===== src/hdl/uscd_pkg.sv =====
// Shared constants, types and tables for the Unix-seconds-to-calendar-date pipeline.
package uscd_pkg;

	// Port widths.
	localparam int SecsW = 32;
	localparam int DaysW = 16;
	localparam int SodW  = 17;
	localparam int YearW = 12;
	localparam int MonW  = 4;
	localparam int DomW  = 5;
	localparam int HourW = 5;
	localparam int MinW  = 6;
	localparam int SecW  = 6;

	// Time-of-day split. Each divisor is taken apart into a power of two and an odd part.
	localparam int unsigned SecsPerDay  = 86400;
	localparam int unsigned DayShift    = 7;
	localparam int unsigned DayDiv      = SecsPerDay >> DayShift;   // 675
	localparam int unsigned SecsPerHour = 3600;
	localparam int unsigned HourDiv     = SecsPerHour >> 4;         // 225
	localparam int unsigned SecsPerMin  = 60;
	localparam int unsigned MinDiv      = SecsPerMin >> 2;          // 15

	// Calendar constants.
	localparam int unsigned EpochJdn   = 2440588;
	localparam int unsigned JdnOffset  = 32044;
	localparam int unsigned EpochA     = EpochJdn + JdnOffset;
	localparam int unsigned Days400y   = 146097;
	localparam int unsigned Days4y     = 1461;
	localparam int unsigned YearOffset = 4800;
	localparam int unsigned Century    = 100;
	localparam int unsigned MdMul      = 5;
	localparam int unsigned MdAdd      = 2;
	localparam int unsigned MdDiv      = 153;
	localparam int unsigned WrapMonth  = 10;

	// Reciprocals for quotient estimates; each estimate is exact or one low.
	localparam logic [22:0] Recip675    = 23'((64'd1 << 32) / DayDiv);
	localparam logic [8:0]  Recip225    = 9'((64'd1 << 16) / HourDiv);
	localparam logic [12:0] Recip15     = 13'((64'd1 << 16) / MinDiv);
	localparam logic [14:0] Recip146097 = 15'((64'd1 << 32) / Days400y);
	localparam logic [21:0] Recip1461   = 22'((64'd1 << 32) / Days4y);
	localparam logic [8:0]  Recip153    = 9'((64'd1 << 16) / MdDiv);

	typedef struct packed {
		logic [HourW-1:0] hour;
		logic [MinW-1:0]  minute;
		logic [SecW-1:0]  second;
	} tod_t;

	// Day of the March-based year on which month index m starts: (153 * m + 2) / 5.
	function automatic logic [8:0] month_start(input logic [3:0] m);
		logic [8:0] s;
		case (m)
			4'd0:    s = 9'd0;
			4'd1:    s = 9'd31;
			4'd2:    s = 9'd61;
			4'd3:    s = 9'd92;
			4'd4:    s = 9'd122;
			4'd5:    s = 9'd153;
			4'd6:    s = 9'd184;
			4'd7:    s = 9'd214;
			4'd8:    s = 9'd245;
			4'd9:    s = 9'd275;
			4'd10:   s = 9'd306;
			4'd11:   s = 9'd337;
			default: s = 9'd0;
		endcase
		return s;
	endfunction

endpackage


===== src/hdl/uscd_split.sv =====
// Splits Unix seconds into a whole day count and the seconds of the day.
module uscd_split (
	input  logic                        clk,
	input  logic                        arst_n,
	input  logic                        in_valid,
	output logic                        in_ready,
	input  logic [uscd_pkg::SecsW-1:0]  unix_seconds,
	output logic                        out_valid,
	input  logic                        out_ready,
	output logic [uscd_pkg::DaysW-1:0]  days,
	output logic [uscd_pkg::SodW-1:0]   sod
);
	import uscd_pkg::*;

	localparam int Stages = 3;

	logic [Stages:1]   vld_q;
	logic [Stages:1]   en;
	logic [Stages-1:0] vin;

	logic [24:0] x_s1;
	logic [6:0]  lo_s1;
	logic [15:0] qe_s1;
	logic [10:0] r0_s2;
	logic [6:0]  lo_s2;
	logic [15:0] qe_s2;
	logic [15:0] days_s3;
	logic [16:0] sod_s3;

	logic [47:0] p1;
	logic [25:0] d2;
	logic        c3;
	logic [10:0] r3;

	// A stage takes new data when it is empty or its successor moves on.
	generate
		for (genvar k = 1; k < Stages; k++) begin : g_en
			assign en[k] = !vld_q[k] || en[k+1];
		end
	endgenerate
	assign en[Stages] = !vld_q[Stages] || out_ready;
	assign vin        = {vld_q[Stages-1:1], in_valid};
	assign in_ready   = en[1];
	assign out_valid  = vld_q[Stages];

	always_ff @(posedge clk or negedge arst_n) begin
		if (!arst_n) begin
			vld_q <= '0;
		end else begin
			for (int k = 1; k <= Stages; k++) begin
				if (en[k]) begin
					vld_q[k] <= vin[k-1];
				end
			end
		end
	end

	assign p1 = 48'(unix_seconds[31:7]) * 48'(Recip675);
	assign d2 = 26'(x_s1) - 26'(qe_s1) * 26'(DayDiv);
	assign c3 = r0_s2 >= 11'(DayDiv);
	assign r3 = c3 ? r0_s2 - 11'(DayDiv) : r0_s2;

	always_ff @(posedge clk) begin
		if (en[1]) begin
			x_s1  <= unix_seconds[31:7];
			lo_s1 <= unix_seconds[6:0];
			qe_s1 <= p1[47:32];
		end
		if (en[2]) begin
			r0_s2 <= d2[10:0];
			lo_s2 <= lo_s1;
			qe_s2 <= qe_s1;
		end
		if (en[3]) begin
			days_s3 <= qe_s2 + 16'(c3);
			sod_s3  <= {r3[9:0], lo_s2};
		end
	end

	assign days = days_s3;
	assign sod  = sod_s3;

endmodule


===== src/hdl/uscd_time.sv =====
// Turns the seconds of the day into hour, minute and second; carries the day count along.
module uscd_time (
	input  logic                        clk,
	input  logic                        arst_n,
	input  logic                        in_valid,
	output logic                        in_ready,
	input  logic [uscd_pkg::DaysW-1:0]  days,
	input  logic [uscd_pkg::SodW-1:0]   sod,
	output logic                        out_valid,
	input  logic                        out_ready,
	output logic [uscd_pkg::DaysW-1:0]  epoch_days,
	output uscd_pkg::tod_t              tod
);
	import uscd_pkg::*;

	localparam int Stages = 6;

	logic [Stages:1]   vld_q;
	logic [Stages:1]   en;
	logic [Stages-1:0] vin;

	logic [DaysW-1:0] dc_s [1:Stages];

	logic [12:0] y_s1;
	logic [3:0]  lo4_s1;
	logic [4:0]  he_s1;
	logic [8:0]  r0_s2;
	logic [3:0]  lo4_s2;
	logic [4:0]  he_s2;
	logic [4:0]  hh_s3;
	logic [11:0] rem_s3;
	logic [4:0]  hh_s4;
	logic [9:0]  z_s4;
	logic [1:0]  lo2_s4;
	logic [5:0]  me_s4;
	logic [4:0]  hh_s5;
	logic [5:0]  me_s5;
	logic [1:0]  lo2_s5;
	logic [4:0]  r0_s5;
	tod_t        tod_s6;

	logic [21:0] p1;
	logic [13:0] d2;
	logic        c3;
	logic [8:0]  r3;
	logic [22:0] p4;
	logic [10:0] d5;
	logic        c6;
	logic [4:0]  r6;

	generate
		for (genvar k = 1; k < Stages; k++) begin : g_en
			assign en[k] = !vld_q[k] || en[k+1];
		end
	endgenerate
	assign en[Stages] = !vld_q[Stages] || out_ready;
	assign vin        = {vld_q[Stages-1:1], in_valid};
	assign in_ready   = en[1];
	assign out_valid  = vld_q[Stages];

	always_ff @(posedge clk or negedge arst_n) begin
		if (!arst_n) begin
			vld_q <= '0;
		end else begin
			for (int k = 1; k <= Stages; k++) begin
				if (en[k]) begin
					vld_q[k] <= vin[k-1];
				end
			end
		end
	end

	// Hours: sod / 3600 is (sod >> 4) / 225 with the low four bits kept aside.
	assign p1 = 22'(sod[16:4]) * 22'(Recip225);
	assign d2 = 14'(y_s1) - 14'(he_s1) * 14'(HourDiv);
	assign c3 = r0_s2 >= 9'(HourDiv);
	assign r3 = c3 ? r0_s2 - 9'(HourDiv) : r0_s2;

	// Minutes: rem / 60 is (rem >> 2) / 15 with the low two bits kept aside.
	assign p4 = 23'(rem_s3[11:2]) * 23'(Recip15);
	assign d5 = 11'(z_s4) - 11'(me_s4) * 11'(MinDiv);
	assign c6 = r0_s5 >= 5'(MinDiv);
	assign r6 = c6 ? r0_s5 - 5'(MinDiv) : r0_s5;

	always_ff @(posedge clk) begin
		if (en[1]) begin
			dc_s[1] <= days;
			y_s1    <= sod[16:4];
			lo4_s1  <= sod[3:0];
			he_s1   <= p1[20:16];
		end
		for (int k = 2; k <= Stages; k++) begin
			if (en[k]) begin
				dc_s[k] <= dc_s[k-1];
			end
		end
		if (en[2]) begin
			r0_s2  <= d2[8:0];
			lo4_s2 <= lo4_s1;
			he_s2  <= he_s1;
		end
		if (en[3]) begin
			hh_s3  <= he_s2 + 5'(c3);
			rem_s3 <= {r3[7:0], lo4_s2};
		end
		if (en[4]) begin
			hh_s4  <= hh_s3;
			z_s4   <= rem_s3[11:2];
			lo2_s4 <= rem_s3[1:0];
			me_s4  <= p4[21:16];
		end
		if (en[5]) begin
			hh_s5  <= hh_s4;
			me_s5  <= me_s4;
			lo2_s5 <= lo2_s4;
			r0_s5  <= d5[4:0];
		end
		if (en[6]) begin
			tod_s6.hour   <= hh_s5;
			tod_s6.minute <= me_s5 + 6'(c6);
			tod_s6.second <= {r6[3:0], lo2_s5};
		end
	end

	assign epoch_days = dc_s[Stages];
	assign tod        = tod_s6;

endmodule


===== src/hdl/uscd_date.sv =====
// Converts a day count since the epoch into a Gregorian year, month and day.
module uscd_date (
	input  logic                        clk,
	input  logic                        arst_n,
	input  logic                        in_valid,
	output logic                        in_ready,
	input  logic [uscd_pkg::DaysW-1:0]  epoch_days,
	input  uscd_pkg::tod_t              tod,
	output logic                        out_valid,
	input  logic                        out_ready,
	output logic [uscd_pkg::YearW-1:0]  year,
	output logic [uscd_pkg::MonW-1:0]   month,
	output logic [uscd_pkg::DomW-1:0]   day_of_month,
	output uscd_pkg::tod_t              clock_time
);
	import uscd_pkg::*;

	localparam int Stages = 14;

	logic [Stages:1]   vld_q;
	logic [Stages:1]   en;
	logic [Stages-1:0] vin;

	tod_t tod_s [1:Stages];

	logic [21:0] a_s1, a_s2, a_s3, a_s4;
	logic [6:0]  be_s2, be_s3;
	logic [18:0] r0_s3;
	logic [6:0]  b_s4, b_s5, b_s6, b_s7, b_s8;
	logic [15:0] c_s5, c_s6, c_s7, c_s8;
	logic [6:0]  de_s6, de_s7;
	logic [11:0] rd_s7;
	logic [6:0]  d_s8;
	logic [8:0]  e_s9, e_s10, e_s11, e_s12, e_s13;
	logic [11:0] yb_s9, yb_s10, yb_s11, yb_s12, yb_s13;
	logic [10:0] nm_s10, nm_s11;
	logic [3:0]  me_s11, me_s12;
	logic [8:0]  rm_s12;
	logic [3:0]  m_s13;
	logic [YearW-1:0] year_s14;
	logic [MonW-1:0]  month_s14;
	logic [DomW-1:0]  dom_s14;

	logic [38:0] p2;
	logic [23:0] d3;
	logic [23:0] f5;
	logic [21:0] c5;
	logic [39:0] p6;
	logic [17:0] d7;
	logic [17:0] f9;
	logic [15:0] e9;
	logic [13:0] y9;
	logic [19:0] p11;
	logic [10:0] d12;
	logic        wrap14;
	logic [8:0]  t14;

	generate
		for (genvar k = 1; k < Stages; k++) begin : g_en
			assign en[k] = !vld_q[k] || en[k+1];
		end
	endgenerate
	assign en[Stages] = !vld_q[Stages] || out_ready;
	assign vin        = {vld_q[Stages-1:1], in_valid};
	assign in_ready   = en[1];
	assign out_valid  = vld_q[Stages];

	always_ff @(posedge clk or negedge arst_n) begin
		if (!arst_n) begin
			vld_q <= '0;
		end else begin
			for (int k = 1; k <= Stages; k++) begin
				if (en[k]) begin
					vld_q[k] <= vin[k-1];
				end
			end
		end
	end

	// Four-century cycle: b = (4a + 3) / 146097, then c = a - 146097 * b / 4.
	assign p2 = 39'({a_s1, 2'b11}) * 39'(Recip146097);
	assign d3 = {a_s2, 2'b11} - 24'(be_s2) * 24'(Days400y);
	assign f5 = 24'(b_s4) * 24'(Days400y);
	assign c5 = a_s4 - f5[23:2];

	// Four-year cycle: d = (4c + 3) / 1461, then e = c - 1461 * d / 4.
	assign p6 = 40'({c_s5, 2'b11}) * 40'(Recip1461);
	assign d7 = {c_s6, 2'b11} - 18'(de_s6) * 18'(Days4y);
	assign f9 = 18'(d_s8) * 18'(Days4y);
	assign e9 = c_s8 - f9[17:2];
	assign y9 = 14'(b_s8) * 14'(Century) + 14'(d_s8) - 14'(YearOffset);

	// Month within the March-based year: m = (5e + 2) / 153.
	assign p11 = 20'(nm_s10) * 20'(Recip153);
	assign d12 = nm_s11 - 11'(me_s11) * 11'(MdDiv);

	assign wrap14 = m_s13 >= 4'(WrapMonth);
	assign t14    = e_s13 - month_start(m_s13) + 9'd1;

	always_ff @(posedge clk) begin
		if (en[1]) begin
			tod_s[1] <= tod;
			a_s1     <= 22'(epoch_days) + 22'(EpochA);
		end
		for (int k = 2; k <= Stages; k++) begin
			if (en[k]) begin
				tod_s[k] <= tod_s[k-1];
			end
		end
		if (en[2]) begin
			a_s2  <= a_s1;
			be_s2 <= p2[38:32];
		end
		if (en[3]) begin
			a_s3  <= a_s2;
			be_s3 <= be_s2;
			r0_s3 <= d3[18:0];
		end
		if (en[4]) begin
			a_s4 <= a_s3;
			b_s4 <= be_s3 + 7'(r0_s3 >= 19'(Days400y));
		end
		if (en[5]) begin
			b_s5 <= b_s4;
			c_s5 <= c5[15:0];
		end
		if (en[6]) begin
			b_s6  <= b_s5;
			c_s6  <= c_s5;
			de_s6 <= p6[38:32];
		end
		if (en[7]) begin
			b_s7  <= b_s6;
			c_s7  <= c_s6;
			de_s7 <= de_s6;
			rd_s7 <= d7[11:0];
		end
		if (en[8]) begin
			b_s8 <= b_s7;
			c_s8 <= c_s7;
			d_s8 <= de_s7 + 7'(rd_s7 >= 12'(Days4y));
		end
		if (en[9]) begin
			e_s9  <= e9[8:0];
			yb_s9 <= y9[11:0];
		end
		if (en[10]) begin
			e_s10  <= e_s9;
			yb_s10 <= yb_s9;
			nm_s10 <= 11'(e_s9) * 11'(MdMul) + 11'(MdAdd);
		end
		if (en[11]) begin
			e_s11  <= e_s10;
			yb_s11 <= yb_s10;
			nm_s11 <= nm_s10;
			me_s11 <= p11[19:16];
		end
		if (en[12]) begin
			e_s12  <= e_s11;
			yb_s12 <= yb_s11;
			me_s12 <= me_s11;
			rm_s12 <= d12[8:0];
		end
		if (en[13]) begin
			e_s13  <= e_s12;
			yb_s13 <= yb_s12;
			m_s13  <= me_s12 + 4'(rm_s12 >= 9'(MdDiv));
		end
		if (en[14]) begin
			year_s14  <= yb_s13 + 12'(wrap14);
			month_s14 <= wrap14 ? m_s13 - 4'(WrapMonth - 1) : m_s13 + 4'(3);
			dom_s14   <= t14[4:0];
		end
	end

	assign year         = year_s14;
	assign month        = month_s14;
	assign day_of_month = dom_s14;
	assign clock_time   = tod_s[Stages];

endmodule


===== src/hdl/unix_seconds_to_calendar_date.sv =====
// Top level: Unix seconds in, Gregorian date and time of day out.
//
//   Channel  Handshake           Payload
//   -------  ------------------  ------------------------------------------------------
//   input    in_valid, in_stall  unix_seconds[31:0]
//   output   out_valid, out_stall year[11:0], month[3:0], day_of_month[4:0],
//                                hour[4:0], minute[5:0], second[5:0]
//
// The pipeline is 23 register stages deep: 3 stages split off the day count, 6 stages
// derive hour, minute and second, and 14 stages run the calendar chain. A result sits
// in the last stage on the ports and transfers at an edge where out_stall is low.
// A new item can be taken every cycle while out_stall is low: one item per clock.
// Reset (arst_n low) empties the pipeline at once; no result is pending afterwards.
// A stall on the output holds the last stage. The hold passes back through full stages
// within the same cycle, so empty stages still fill, and the input stalls only when
// every stage holds an item and the output is stalled.
module unix_seconds_to_calendar_date (
	input  logic                        clk,
	input  logic                        arst_n,
	input  logic                        in_valid,
	output logic                        in_stall,
	input  logic [uscd_pkg::SecsW-1:0]  unix_seconds,
	output logic                        out_valid,
	input  logic                        out_stall,
	output logic [uscd_pkg::YearW-1:0]  year,
	output logic [uscd_pkg::MonW-1:0]   month,
	output logic [uscd_pkg::DomW-1:0]   day_of_month,
	output logic [uscd_pkg::HourW-1:0]  hour,
	output logic [uscd_pkg::MinW-1:0]   minute,
	output logic [uscd_pkg::SecW-1:0]   second
);
	import uscd_pkg::*;

	// Handshake between the three sections: each section's ready is its first stage's
	// load enable, which is high when that stage is empty or will hand its item on.
	logic             split_ready;
	logic             split_valid;
	logic             time_ready;
	logic             time_valid;
	logic             date_ready;
	logic [DaysW-1:0] split_days;
	logic [SodW-1:0]  split_sod;
	logic [DaysW-1:0] time_days;
	tod_t             time_tod;
	tod_t             date_tod;

	// The input side stalls only when the first stage is full and cannot move on.
	assign in_stall = !split_ready;

	// Day count and seconds of the day, from an exact division by 86400.
	uscd_split u_split (
		.clk          (clk),
		.arst_n       (arst_n),
		.in_valid     (in_valid),
		.in_ready     (split_ready),
		.unix_seconds (unix_seconds),
		.out_valid    (split_valid),
		.out_ready    (time_ready),
		.days         (split_days),
		.sod          (split_sod)
	);

	// Hour, minute and second; the day count rides along unchanged.
	uscd_time u_time (
		.clk        (clk),
		.arst_n     (arst_n),
		.in_valid   (split_valid),
		.in_ready   (time_ready),
		.days       (split_days),
		.sod        (split_sod),
		.out_valid  (time_valid),
		.out_ready  (date_ready),
		.epoch_days (time_days),
		.tod        (time_tod)
	);

	// Calendar chain. Its last stage is the output register seen on the ports.
	uscd_date u_date (
		.clk          (clk),
		.arst_n       (arst_n),
		.in_valid     (time_valid),
		.in_ready     (date_ready),
		.epoch_days   (time_days),
		.tod          (time_tod),
		.out_valid    (out_valid),
		.out_ready    (!out_stall),
		.year         (year),
		.month        (month),
		.day_of_month (day_of_month),
		.clock_time   (date_tod)
	);

	assign hour   = date_tod.hour;
	assign minute = date_tod.minute;
	assign second = date_tod.second;

endmodule


===== config.mk =====
export PLATFORM = sky130hd
export DESIGN_NAME = unix_seconds_to_calendar_date
export DESIGN_NICKNAME = d
export VERILOG_FILES = /design/src/hdl/uscd_pkg.sv /design/src/hdl/uscd_split.sv /design/src/hdl/uscd_time.sv /design/src/hdl/uscd_date.sv /design/src/hdl/unix_seconds_to_calendar_date.sv
export SDC_FILE = /design/constraint.sdc
export NUM_CORES = 2
export LEC_CHECK = 0
export BUFFER_PORTS_ARGS = -buffer_cell sky130_fd_sc_hd__buf_2
export CELL_PAD_IN_SITES_DETAIL_PLACEMENT = 2
export CELL_PAD_IN_SITES_GLOBAL_PLACEMENT = 2
export CORE_ASPECT_RATIO = 1.4
export CORE_UTILIZATION = 50
export DETAILED_ROUTE_END_ITERATION = 8
export PLACE_DENSITY = 0.95
export SLEW_MARGIN = 20
export SYNTH_ARGS = -nofsm -noshare
export SYNTH_HDL_FRONTEND = slang
export SYNTH_SLANG_ARGS = --single-unit

===== constraint.sdc =====
create_clock -name clk -period 10.5 [get_ports clk]
set_input_delay 2.1 -clock clk [delete_from_list [all_inputs] [get_ports clk]]
set_output_delay 2.1 -clock clk [all_outputs]
set_load 0.03 [all_outputs]

==> results.cfg, run 1 <==
[outcome]
status = stopped before the end
stop_stage = global routing
tool.error = [ERROR GRT-0232] Routing congestion too high. Check the congestion heatmap in the GUI.

[synthesis]
syn_inst = 4721
synth_nets = 6296
avgSynthCellArea_um2 = 13.3
async_flop_share = 0.0247
yosysSeqAreaShare = 0.443
synth-edff-count = 904
yosysWarnings = 0
syn_area_um2 = 62800
yosysUniqueCellTypes = 80
yosys_register_bits = 932
ys.flop_type = edfxtp_1

[die]
dieHeight_um = 421
die_x_um = 302
start_util = 0.505
io_pins = 76
rows = 153

[clocking]
clock_sinks = 932
cts_hold_buf = 0
cts_buffers = 92
cts-root-buf = clkbuf_16
htreeDepth = 3
post-cts-setup-buffers = 0
clockBufferDepth = 3
cts_resized = 0

[placed_design]
dpl.hpwl_um = 199000
place_congestion = 0.856
pre_cts_slack_ns = 1.44
portBuffers = 75

[grt]
grt.overflow.total = 420
grtUsageTotal = 0.684
grt_max_degree = 55
-- metal layers --
metal / overflow / global-route usage
met3: 13 / 0.502
met2: 245 / 0.891
met4: 152 / 0.706
met1: 6 / 0.648
met5: 4 / 0.253
-- stage by stage --
step                hold WS, ns  cell area (um^2)  instances
floorplan                 0.400             62800       4721
global placement          0.400             65300       6424
detailed placement        0.406             65300       6424
CTS                       0.416             68500       6595
-- synthesized netlist by cell type, drive strengths merged, types with 6 or more instances --
cell | n | area (um^2)
o21ai | 87 | 435
and2 | 12 | 75.1
xor2 | 89 | 780
or2 | 15 | 93.8
o21a | 20 | 150
nand3 | 52 | 260
fa | 533 | 10700
or3 | 12 | 76.3
buf | 17 | 128
nand4 | 20 | 125
a31oi | 10 | 68.8
o2111ai | 7 | 61.3
inv | 1076 | 4040
nor2 | 87 | 337
and3 | 26 | 164
ha | 1006 | 12600
a21boi | 8 | 60.1
xnor2 | 198 | 1730
nand2b | 45 | 282
and4 | 6 | 52.6
nor4 | 7 | 50.1
nand2 | 98 | 368
a21oi | 124 | 628
o211ai | 12 | 90.1
nor3 | 38 | 200
a2111oi | 8 | 82.6
a211oi | 10 | 75.1
a21o | 63 | 475
nor2b | 21 | 131
dfrtp | 23 | 576
o311ai | 7 | 68.8
o21bai | 18 | 135
edfxtp | 904 | 27100
-- kinds of logic after synthesis --
logic type | synth area share
DFF | 0.443
muxes | 0.00118
AOI/OAI and AO/OA | 0.0424
buffers and inverters | 0.0664
xor gates and xnor gates | 0.0400
adders and majority gates | 0.370
and+or+nand+nor | 0.0369
==> run 2, diff against run 1 <==
--- a/config.mk
+++ b/config.mk
@@ -6,12 +6,9 @@
 export NUM_CORES = 2
 export LEC_CHECK = 0
 export BUFFER_PORTS_ARGS = -buffer_cell sky130_fd_sc_hd__buf_2
-export CELL_PAD_IN_SITES_DETAIL_PLACEMENT = 2
-export CELL_PAD_IN_SITES_GLOBAL_PLACEMENT = 2
-export CORE_ASPECT_RATIO = 1.4
-export CORE_UTILIZATION = 50
+export CORE_UTILIZATION = 40
 export DETAILED_ROUTE_END_ITERATION = 8
-export PLACE_DENSITY = 0.95
+export PLACE_DENSITY_LB_ADDON = 0.15
 export SLEW_MARGIN = 20
 export SYNTH_ARGS = -nofsm -noshare
 export SYNTH_HDL_FRONTEND = slang
==> results.cfg, run 2 <==
[finish]
multiInputGateArea_um2 = 30900
final_common_cell = inv_1
largestRegisters = u_date.tod_s: 238 flops, u_time.dc_s: 96 flops, u_date.r0_s3: 19 flops
regArea_um2 = 27800
regMostFlops = u_date.tod_s
final_cells = 7046
nNetsFinal = 6475
drive_above_1_share = 0.0606
syn2layout_area_growth_pct = 10.2
fillCellCount = 14300
mostFrequentLayoutCells = inv_1 (1067), ha_1 (1006), edfxtp_1 (904)
largest_reg_flops = 238

[setup_path]
worst-path-max-fanout = 40
arrival_ns = 5.86
crit_path_frequent_cell = inv_2
required_ns = 8.40
cp-end-kind = primary output
cp_slowest_cell = inv_2
critPathKind = primary input to primary output
cp_num_buf_inv = 8
cp_slowest_stage_delay_ns = 0.70
critPathLaunchType = primary input
crit_chain = buf_2 -> and3_2 -> inv_2 -> nor2_1 -> and2_1 -> inv_2 -> nor4_2 -> nand2_1 -> buf_4 -> nor2_2 -> inv_2 -> nor2_4 -> nand4_1 -> buf_4 -> inv_2 -> buf_2
cpLargestDelayFamily = buffers and inverters

[timing]
period_share = 0.758
worst_slew_pin_slew_ns = 0.961
fmax_mhz = 126
clock_skew_ns = 0.0588
finalSetupTns_ns = 0
drv_slew = 0
hold_violations = 0
setup_viol = 0
max-slew-margin-rel = 0.358
fin_crit_ns = 7.96
rsz0062_at_grt = false

[synthesis]
synth_top_cell_by_area = edfxtp_1
synthTopCellsByArea = edfxtp_1 (43%), ha_1 (20%), fa_1 (17%)
yosysWarnings = 0
syn_area_um2 = 62800
synth_commonest_cells = inv_1 (1069), ha_1 (1006), edfxtp_1 (904)
synth_nets = 6296
netlist.area_leader.share = 0.432
yosys.cell_count.top_type = inv_1
synth-edff-count = 904
async_flop_share = 0.0247
yosysSeqAreaShare = 0.443
syn_inst = 4721
ys.flop_type = edfxtp_1
yosys_register_bits = 932
yosysUniqueCellTypes = 80
avgSynthCellArea_um2 = 13.3

[clocking]
clk_latency_ns = 0.70
cts_resized = 0
cts_tree = done
cts_buffers = 99
clockBufferDepth = 3
clock_sinks = 932
post-cts-setup-buffers = 0
cts-root-buf = clkbuf_16
path_clk_slew_ns = 0.06
cts_hold_buf = 0
htreeDepth = 3

[die]
io_pins = 76
dieHeight_um = 398
die_x_um = 398
die_area_um2 = 159000
core_um2 = 156000
rows = 145
start_util = 0.403

[grt]
grtUsageTotal = 0.148
grt_pass1_vias = 35300
antenna_found_initial = 3
grt.overflow.total = 0
grt_pass1_wl_um = 185000
grt_max_degree = 60

[drt]
via_count = 32700
wl_met3_um = 2510
first_pass_iters = 5
detail-route-antenna-nets = 0
met2_length_um = 57100
routedWlPerCell_um = 15.8
vias_per_cell = 4.64
drt_iter0_markers = 1193
drcViolationCount = 0
highest_layer = met4
drt-total-wl_um = 111000
wl_met1_um = 49400

[flow_run]
cap_violations = 0

[placed_design]
dpl.hpwl_um = 88400
place_congestion = 0.820
place_inst = 6857
portBuffers = 75

[min_path]
hold_class = flop to flop

[outcome]
status = finished clean
run 2: cell counts after synthesis:
No cell type changed its count.
run 2: kinds of logic (layout without fill, tap and decap cells):
| logic type | after synthesis | in the layout | synth area share |
|---|---|---|---|
| multiplexers | 7 | 7 | 0.00118 |
| XOR/XNOR | 287 | 287 | 0.0400 |
| other | 0 | 1 | 0 |
| flip-flops | 932 | 932 | 0.443 |
| adder cells (fa/ha/maj) | 1539 | 1539 | 0.370 |
| buffers and inverters | 1094 | 1360 | 0.0664 |
| AO/OA/AOI/OAI | 410 | 410 | 0.0424 |
| AND/OR/NAND/NOR | 452 | 452 | 0.0369 |
run 2: cell type report:
cell class,count,share of cell area
Antenna cell,1,0.0000361
Clock buffer,132,0.0392
Clock inverter,56,0.00976
Inverter,1076,0.0584
Multi-Input combinational cell,2695,0.446
Sequential cell,932,0.402
Tap cell,2058,0.0372
Timing Repair Buffer,96,0.00770
run 2: worst paths after layout:
check,startpoint,end,cells past startpoint,slack (ns)
setup reg to reg,u_date.a_s1[3],u_date.be_s2[4],20,3.55
hold reg to reg,u_date.yb_s10[1],u_date.yb_s11[1],0,0.37
min in group asynchronous,arst_n,u_time.vld_q[6],1,1.41
setup / recovery,out_stall,in_stall,16,2.54
hold / removal,u_date.yb_s10[1],u_date.yb_s11[1],0,0.37
max in group asynchronous,arst_n,u_date.vld_q[14],1,8.69
run 2: metrics by stage:
| stage | area (um^2) | hold WS (ns) | util | setup WS, ns |
|---|---|---|---|---|
| 5_1_grt | 69200 | 0.361 | 0.444 | 2.09 |
| 6_report | 69200 | 0.366 | 0.444 | 2.54 |
| 3_5_place_dp | 65800 | 0.405 | 0.422 | 2.20 |
| 3_3_place_gp | 65800 | 0.400 | 0.422 | 2.22 |
| 2_1_floorplan | 62800 | 0.400 | - | 1.72 |
| 4_1_cts | 69200 | 0.363 | 0.444 | 2.40 |
run 2: layer usage:
| metal | up-vias | track usage |
|---|---|---|
| met5 | - | 0 |
| met2 | 265 | 0.269 |
| met4 | 0 | 0.0413 |
| li1 | 16200 | - |
| met3 | 139 | 0.0167 |
| met1 | 16000 | 0.185 |
Power of run 2 is left out: the tool's default activity adds up to more than one toggle a clock period on the data nets, which glitch-free logic cannot reach.
